### config.mk
export PLATFORM = sky130hd
export DESIGN_NAME = block_reorder_window_top
export DESIGN_NICKNAME = d
export VERILOG_FILES = /design/src/design/brw_pkg.sv /design/src/design/brw_slot_div.sv /design/src/design/brw_slot_mem.sv /design/src/design/block_reorder_window_top.sv
export SDC_FILE = /design/constraint.sdc
export NUM_CORES = 2
export LEC_CHECK = 0
export BUFFER_PORTS_ARGS = -buffer_cell sky130_fd_sc_hd__clkbuf_2
export CORE_MARGIN = 5
export CORE_UTILIZATION = 30
export DETAILED_ROUTE_END_ITERATION = 10
export GPL_TIMING_DRIVEN = 0
export PLACE_DENSITY = 0.44
export SKIP_LAST_GASP = 1
export SYNTH_ARGS = -nofsm -noshare
export SYNTH_HDL_FRONTEND = slang
export SYNTH_HIERARCHICAL = 1
export SYNTH_SLANG_ARGS = --single-unit
export TNS_END_PERCENT = 10
### constraint.sdc
create_clock -name clk_i -period 16.2 [get_ports clk_i]
set_input_delay 2.43 -clock clk_i [delete_from_list [all_inputs] [get_ports clk_i]]
set_output_delay 2.43 -clock clk_i [all_outputs]
set_load 0.05 [all_outputs]
### src/design/brw_pkg.sv
// ----------------------------------------------------------------------------
// brw_pkg: shared definitions for the block reorder window
// Field widths, default window size, result limit, slot entry layout and controller states.
// ----------------------------------------------------------------------------
package brw_pkg;

  localparam int WINDOW_SLOTS_DEF = 16;
  localparam int MAX_RESULTS      = 16;

  localparam int SEQ_W  = 16;
  localparam int WORD_W = 64;
  localparam int LEN_W  = 16;
  localparam int CNT_W  = 16;

  typedef struct packed {
    logic [WORD_W-1:0] word;
    logic [LEN_W-1:0]  length;
  } brw_entry_t;

  typedef enum logic [1:0] {
    ST_IDLE,
    ST_STORE,
    ST_CHECK,
    ST_DRAIN
  } brw_state_e;

endpackage

### src/design/brw_slot_div.sv
// ----------------------------------------------------------------------------
// brw_slot_div: slot index from sequence number
// Sequence modulo window size by reciprocal multiply; the quotient is
// registered, the remainder is formed in the following cycle.
// ----------------------------------------------------------------------------
module brw_slot_div #(
  parameter int WINDOW_SLOTS = brw_pkg::WINDOW_SLOTS_DEF
) (
  input  logic                            clk_i,
  input  logic                            load_i,
  input  logic [brw_pkg::SEQ_W-1:0]       seq_i,
  output logic [$clog2(WINDOW_SLOTS)-1:0] slot_o
);

  localparam int SlotW  = $clog2(WINDOW_SLOTS);
  localparam int ShiftW = brw_pkg::SEQ_W + SlotW;
  localparam int ProdW  = ShiftW + brw_pkg::SEQ_W;
  // ceil(2^ShiftW / WINDOW_SLOTS): exact floor division for any 16-bit input
  localparam longint unsigned MultL =
    ((64'd1 << ShiftW) + WINDOW_SLOTS - 1) / WINDOW_SLOTS;
  localparam logic [ProdW-1:0] Mult = ProdW'(MultL);

  logic [ProdW-1:0]              prod;
  logic [brw_pkg::SEQ_W-1:0]     seq_q;
  logic [brw_pkg::SEQ_W-1:0]     quot_q;
  logic [brw_pkg::SEQ_W-1:0]     back;
  logic [brw_pkg::SEQ_W-1:0]     rem;

  assign prod = {{(ProdW-brw_pkg::SEQ_W){1'b0}}, seq_i} * Mult;

  always_ff @(posedge clk_i) begin
    if (load_i) begin
      seq_q  <= seq_i;
      quot_q <= prod[ShiftW +: brw_pkg::SEQ_W];
    end
  end

  assign back   = quot_q * brw_pkg::SEQ_W'(WINDOW_SLOTS);
  assign rem    = seq_q - back;
  assign slot_o = rem[SlotW-1:0];

endmodule

### src/design/brw_slot_mem.sv
// ----------------------------------------------------------------------------
// brw_slot_mem: slot payload storage
// One write port, one read port, read data registered and held between reads.
// ----------------------------------------------------------------------------
module brw_slot_mem #(
  parameter int DEPTH = brw_pkg::WINDOW_SLOTS_DEF
) (
  input  logic                     clk_i,
  input  logic                     we_i,
  input  logic [$clog2(DEPTH)-1:0] waddr_i,
  input  brw_pkg::brw_entry_t      wdata_i,
  input  logic                     re_i,
  input  logic [$clog2(DEPTH)-1:0] raddr_i,
  output brw_pkg::brw_entry_t      rdata_o
);

  brw_pkg::brw_entry_t mem_q [DEPTH];

  always_ff @(posedge clk_i) begin
    if (we_i) begin
      mem_q[waddr_i] <= wdata_i;
    end
  end

  always_ff @(posedge clk_i) begin
    if (re_i) begin
      rdata_o <= mem_q[raddr_i];
    end
  end

endmodule

### src/design/block_reorder_window_top.sv
// ----------------------------------------------------------------------------
// block_reorder_window_top: selective-repeat receive window
// Stores numbered packets by slot and releases a full window in slot order.
// ----------------------------------------------------------------------------
// Usage:
//   Input channel (in_valid_i / in_stall_o) carries one packet per beat. The
//   slot is packet_sequence_i modulo WINDOW_SLOTS; a packet hitting an
//   occupied slot is dropped. Output channel (out_valid_o / out_stall_i)
//   carries released packets in slot order, last_of_window_o on the final one.
//   cfg_we_i loads cfg_total_packets_i as the outstanding packet count.
// Packet flow:
//   A packet passes through the modulo quotient, store and window check steps,
//   and no new packet is accepted until the controller is back in idle; a
//   dropped duplicate skips the check and frees the input sooner. On a release
//   the controller walks the slot memory through its single read port, one
//   slot per cycle while the output is not stalled; the first beat passes
//   through the read data, pending and output registers. in_stall_o is high
//   meanwhile.
// Reset:
//   All slots empty, outstanding count and released base zero, no output.
// Stall:
//   A stalled output beat holds; the drain waits until the register is free.
// ----------------------------------------------------------------------------
module block_reorder_window_top #(
  parameter int WINDOW_SLOTS = brw_pkg::WINDOW_SLOTS_DEF
) (
  input  logic                        clk_i,
  input  logic                        rst_ni,
  input  logic                        cfg_we_i,
  input  logic [brw_pkg::CNT_W-1:0]   cfg_total_packets_i,
  input  logic                        in_valid_i,
  output logic                        in_stall_o,
  input  logic [brw_pkg::SEQ_W-1:0]   packet_sequence_i,
  input  logic [brw_pkg::WORD_W-1:0]  packet_word_i,
  input  logic [brw_pkg::LEN_W-1:0]   packet_length_i,
  output logic                        out_valid_o,
  input  logic                        out_stall_i,
  output logic [brw_pkg::SEQ_W-1:0]   out_sequence_o,
  output logic [brw_pkg::WORD_W-1:0]  out_word_o,
  output logic [brw_pkg::LEN_W-1:0]   out_length_o,
  output logic                        last_of_window_o
);

  localparam int SlotW = $clog2(WINDOW_SLOTS);
  localparam int NeedW = $clog2(WINDOW_SLOTS + 1);
  localparam int Lim   = (WINDOW_SLOTS < brw_pkg::MAX_RESULTS) ?
                         WINDOW_SLOTS : brw_pkg::MAX_RESULTS;
  localparam int CurW  = SlotW + 1;

  brw_pkg::brw_state_e state_q, state_d;

  logic [WINDOW_SLOTS-1:0]    filled_q;
  logic [brw_pkg::CNT_W-1:0]  outst_q;
  logic [brw_pkg::SEQ_W-1:0]  base_q;
  logic [CurW-1:0]            cur_q;
  logic                       pend_v_q;
  logic                       out_v_q;

  logic [brw_pkg::WORD_W-1:0] word_q;
  logic [brw_pkg::LEN_W-1:0]  len_q;
  brw_pkg::brw_entry_t        pend_q;
  logic [brw_pkg::SEQ_W-1:0]  pend_seq_q;
  brw_pkg::brw_entry_t        out_entry_q;
  logic [brw_pkg::SEQ_W-1:0]  out_seq_q;
  logic                       out_last_q;

  logic [SlotW-1:0]           slot;
  logic                       dup;
  logic [NeedW-1:0]           needed;
  logic [WINDOW_SLOTS:0]      one_sh;
  logic [WINDOW_SLOTS:0]      mask_full;
  logic [WINDOW_SLOTS-1:0]    mask;
  logic                       release_ok;
  logic [SlotW-1:0]           cur_idx;
  logic [CurW-1:0]            cur_nxt;
  logic                       cur_ok;
  logic                       out_free;
  logic                       emit;
  logic                       take;
  logic                       drain_done;
  logic                       in_accept;

  logic                       mem_we;
  logic                       mem_re;
  logic [SlotW-1:0]           mem_raddr;
  brw_pkg::brw_entry_t        mem_wdata;
  brw_pkg::brw_entry_t        mem_rdata;

  brw_slot_div #(
    .WINDOW_SLOTS(WINDOW_SLOTS)
  ) u_div (
    .clk_i  (clk_i),
    .load_i (in_accept),
    .seq_i  (packet_sequence_i),
    .slot_o (slot)
  );

  brw_slot_mem #(
    .DEPTH(WINDOW_SLOTS)
  ) u_mem (
    .clk_i   (clk_i),
    .we_i    (mem_we),
    .waddr_i (slot),
    .wdata_i (mem_wdata),
    .re_i    (mem_re),
    .raddr_i (mem_raddr),
    .rdata_o (mem_rdata)
  );

  assign in_accept = in_valid_i && (state_q == brw_pkg::ST_IDLE);
  assign dup       = filled_q[slot];

  assign needed    = (outst_q < brw_pkg::CNT_W'(WINDOW_SLOTS)) ?
                     outst_q[NeedW-1:0] : NeedW'(WINDOW_SLOTS);
  assign one_sh    = (WINDOW_SLOTS+1)'(1) << needed;
  assign mask_full = one_sh - (WINDOW_SLOTS+1)'(1);
  assign mask      = mask_full[WINDOW_SLOTS-1:0];
  assign release_ok = (outst_q != '0) && ((filled_q & mask) == mask);

  // Read data belongs to slot cur_q; the walk stops at the result limit,
  // an empty slot or a zero length.
  assign cur_idx  = cur_q[SlotW-1:0];
  assign cur_nxt  = cur_q + CurW'(1);
  assign cur_ok   = (cur_q != CurW'(Lim)) && filled_q[cur_idx] &&
                    (mem_rdata.length != '0);
  assign out_free = !out_v_q || !out_stall_i;

  assign emit       = (state_q == brw_pkg::ST_DRAIN) && pend_v_q && out_free;
  assign take       = (state_q == brw_pkg::ST_DRAIN) && cur_ok &&
                      (!pend_v_q || out_free);
  assign drain_done = (state_q == brw_pkg::ST_DRAIN) && !cur_ok &&
                      (!pend_v_q || out_free);

  assign mem_wdata.word   = word_q;
  assign mem_wdata.length = len_q;

  // Next state
  always_comb begin
    state_d = state_q;
    case (state_q)
      brw_pkg::ST_IDLE: begin
        if (in_accept) state_d = brw_pkg::ST_STORE;
      end
      brw_pkg::ST_STORE: begin
        state_d = dup ? brw_pkg::ST_IDLE : brw_pkg::ST_CHECK;
      end
      brw_pkg::ST_CHECK: begin
        state_d = release_ok ? brw_pkg::ST_DRAIN : brw_pkg::ST_IDLE;
      end
      brw_pkg::ST_DRAIN: begin
        if (drain_done) state_d = brw_pkg::ST_IDLE;
      end
      default: state_d = brw_pkg::ST_IDLE;
    endcase
  end

  // Controls
  always_comb begin
    in_stall_o = 1'b1;
    mem_we     = 1'b0;
    mem_re     = 1'b0;
    mem_raddr  = cur_nxt[SlotW-1:0];
    case (state_q)
      brw_pkg::ST_IDLE: begin
        in_stall_o = 1'b0;
      end
      brw_pkg::ST_STORE: begin
        mem_we = !dup;
      end
      brw_pkg::ST_CHECK: begin
        mem_re    = release_ok;
        mem_raddr = '0;
      end
      brw_pkg::ST_DRAIN: begin
        mem_re = take;
      end
      default: begin
        in_stall_o = 1'b1;
      end
    endcase
  end

  always_ff @(posedge clk_i or negedge rst_ni) begin
    if (!rst_ni) begin
      state_q  <= brw_pkg::ST_IDLE;
      filled_q <= '0;
      outst_q  <= '0;
      base_q   <= '0;
      cur_q    <= '0;
      pend_v_q <= 1'b0;
      out_v_q  <= 1'b0;
    end else begin
      state_q <= state_d;

      if (state_q == brw_pkg::ST_STORE && !dup) begin
        filled_q[slot] <= 1'b1;
      end else if (drain_done) begin
        filled_q <= '0;
      end

      if (cfg_we_i) begin
        outst_q <= cfg_total_packets_i;
      end else if (drain_done) begin
        outst_q <= outst_q - brw_pkg::CNT_W'(needed);
      end

      if (drain_done) begin
        base_q <= base_q + brw_pkg::SEQ_W'(needed);
      end

      if (state_q == brw_pkg::ST_CHECK) begin
        cur_q    <= '0;
        pend_v_q <= 1'b0;
      end else begin
        if (take) cur_q <= cur_nxt;
        if (take) begin
          pend_v_q <= 1'b1;
        end else if (emit) begin
          pend_v_q <= 1'b0;
        end
      end

      if (emit) begin
        out_v_q <= 1'b1;
      end else if (!out_stall_i) begin
        out_v_q <= 1'b0;
      end
    end
  end

  always_ff @(posedge clk_i) begin
    if (in_accept) begin
      word_q <= packet_word_i;
      len_q  <= packet_length_i;
    end
    if (take) begin
      pend_q     <= mem_rdata;
      pend_seq_q <= base_q + brw_pkg::SEQ_W'(cur_q);
    end
    // Last beat when the next slot ends the walk
    if (emit) begin
      out_entry_q <= pend_q;
      out_seq_q   <= pend_seq_q;
      out_last_q  <= !cur_ok;
    end
  end

  assign out_valid_o      = out_v_q;
  assign out_sequence_o   = out_seq_q;
  assign out_word_o       = out_entry_q.word;
  assign out_length_o     = out_entry_q.length;
  assign last_of_window_o = out_last_q;

endmodule

==> results_dict.tcl <==
set metrics [dict create \
    status "finished, final reports clean" \
    ant_nets 0 \
    chipWidth_microns 466 \
    mostFrequentLayoutCell "edfxtp_1" \
    synthesis.area_sq_um 62500 \
    drt_iter0_markers 2464 \
    fp.coreArea_sq_um 207000 \
    path_clk_slew_ns 0.06 \
    fin_crit_ns 4.93 \
    place_area_sq_um 69000 \
    slew_headroom 0.144 \
    mostFrequentLayoutCells "edfxtp_1, mux4_2, clkbuf_2" \
    worst_pin_slew_ns 1.28 \
    yosysUniqueCellTypes 65 \
    cts_buffer_depth 3 \
    place_hpwl_microns 104000 \
    wl_per_cell_microns 26.0 \
    multi_input_area_sq_um 11300 \
    dp_slack_ns 11.17 \
    grt_pass1_vias 30964 \
    ys_seq_area_frac 0.810 \
    nFillCells 19112 \
    fin_crit_sh 0.304 \
    vdd.ir_drop.worst_mv 0.129 \
    num_vias 29402 \
    path_max_fanout 8 \
    routed_wl_microns 162000 \
    gr-total-overflow 0 \
    crit_type "flip-flop to flip-flop" \
    setup_ws_ns 11.27 \
    finalSetupViolCount 0 \
    io_buffers 203 \
    ctsHoldBuffers 0 \
    avgSynthCellArea_sq_um 22.4 \
    netlist_instances 2788 \
    drive_above_1_share 0.282 \
    via_per_inst 4.72 \
    cts_root_buf "clkbuf_16" \
    gp_congestion 0.742 \
    cts_max_level 4 \
    syn2layout_area_growth_pct 20.0 \
    cts_resized 0 \
    cts_buffers 186 \
    clk_latency_ns 0.83 \
    finalClockSkew_ns 0.0651 \
    grt.total_usage 0.147 \
    regArea_sq_um 50600 \
    hold_viol_final 0 \
    row_count 167 \
    drc 0 \
    maxCapViolations 0 \
    start_util 0.302 \
    stdcell_area_sq_um 75000 \
    synth_seq_cells 1694 \
    startpoint_type "flip-flop" \
    cts_setup_buffers 0 \
    leakagePower_nw 23.9 \
    worstPathArrival_ns 5.46 \
    antenna_found_initial 8 \
    layout.nets 3423 \
    rsz0062_at_grt "no" \
    regToRegSetupSlack_ns 11.27 \
    async_reset_ff_frac 0.0336 \
    die_h_microns 466 \
    synth_nets 2921 \
    maxSlewViolCount 0 \
    grt_max_degree 58 \
    cp-end-kind "flip-flop" \
    hp-class "flip-flop to flip-flop" \
    firstDrtPassIters 5 \
    dieArea_sq_um 217000 \
    cp.required_ns 16.73 \
    p_per_area_nw_per_um2 153 \
    io_pins 216 \
    yosys_warnings 6 \
    cts.sinks 1694 \
    grt_pass1_wl_microns 231000 \
    max_freq_ghz 0.203 \
    cts_tree "built" \
    ys.flop_type "edfxtp_1" \
    synth_edf_count 1637 \
]
## area by class of cell
class                   instances  area share
diodes                          1   0.0000334
plain buffers                 130     0.00854
clock buffers                 240      0.0663
clock inverters               101      0.0128
inverters                      21     0.00112
multi-input cells             943       0.151
flip-flops and latches       1694       0.675
well taps                    2788      0.0465
repair buffers                314      0.0391
## through the flow
step / util / hold WS [ns] / total power [W] / cells / TNS [ns]
floorplan: - / 0.400 / 0.00678 / 2788 / 0
global placement: 0.323 / 0.403 / 0.00750 / 5779 / -306.72
detailed placement: 0.333 / 0.405 / 0.00751 / 5890 / 0
CTS: 0.362 / 0.391 / 0.0117 / 6231 / 0
global route: 0.362 / 0.398 / 0.0120 / 6232 / 0
finish: 0.362 / 0.392 / 0.0115 / 6232 / 0
## worst max-delay path: stages, from the launching register on
cell      delay, ns
edfxtp_1       0.65
clkbuf_1       0.34
mux4_2         0.54
mux2_2         0.27
a21oi_1        0.32
o21a_1         0.36
or3b_2         0.61
nor3_2         0.64
buf_6          0.25
buf_6          0.18
buf_6          0.18
buf_6          0.17
buf_6          0.16
## logic make-up (layout without fill, tap and decap cells)
kind of cell	Yosys count	count (layout)	synth area share
AOI/OAI and AO/OA	257	257	0.0291
muxes	336	336	0.119
other	1	2	0.0000600
buffers and inverters	151	806	0.0115
DFF	1694	1694	0.810
and+or+nand+nor	292	292	0.0211
adders and majority gates	16	16	0.00344
xor gates and xnor gates	41	41	0.00575
## flip-flops by register name, indices dropped and copies added, names as in the netlist, 5 cells and up
name and flops:
u_mem/mem_q 1280, pend_q 80, u_mem/rdata_o 80, out_word_o 64, word_q 64, base_q 16
filled_q 16, len_q 16, out_length_o 16, out_sequence_o 16, outst_q 16, pend_seq_q 16
cur_q 5
## final timing paths
check,startpoint,to,depth (start not counted)
max reg2reg,u_div/seq_q[0],u_mem/mem_q[0][64],12
max in group asynchronous,rst_ni,base_q[13],2
max,u_div/seq_q[0],u_mem/mem_q[0][64],12
min in group asynchronous,rst_ni,pend_v_q,2
min reg2reg,pend_q[35],out_word_o[19],0
min,pend_q[35],out_word_o[19],0
## layer usage
metal / share of wire / vias to the layer above / track usage
li1: - / 12679 / -
met5: 0 / - / 0
met1: 0.46 / 15777 / 0.210
met4: 0.018 / 0 / 0.0337
met2: 0.48 / 753 / 0.238
met3: 0.050 / 193 / 0.0255
## cells in the mapped netlist (3+ instances only)
master	instances	area, sq um
a31oi_1	5	31.3
dfrtp_1	57	1430
inv_1	20	75.1
nand4_1	3	18.8
clkbuf_1	61	229
o31ai_1	4	30.0
o21ai_0	29	145
mux2_2	4	45.0
o21a_1	3	22.5
and2_1	3	18.8
xor2_1	16	140
buf_4	5	37.5
o21ai_1	5	25.0
edfxtp_1	1637	49200
and3_1	4	25.0
or2_2	3	18.8
nor2_1	63	236
a21oi_1	20	100
nand2b_1	8	50.1
buf_1	27	101
a22o_1	6	52.6
buf_2	23	115
buf_6	14	158
nand3_1	14	70.1
o21bai_1	4	30.0
nand2_1	143	537
mux4_2	327	7360
nor4_1	8	50.1
nor3_1	17	85.1
nor2b_1	7	43.8
a22oi_1	160	1200
xnor2_1	25	219
or3_1	5	31.3
mux2i_1	5	50.1
ha_1	14	175
## power by group
group | internal, W | leakage (nW) | switching [W]
Combinational | 0.000866 | 5.53 | 0.00103
Sequential | 0.00523 | 15.5 | 0.000240
Clock | 0.00233 | 2.87 | 0.00176
Note: power is estimated with default switching activity, not from simulation.
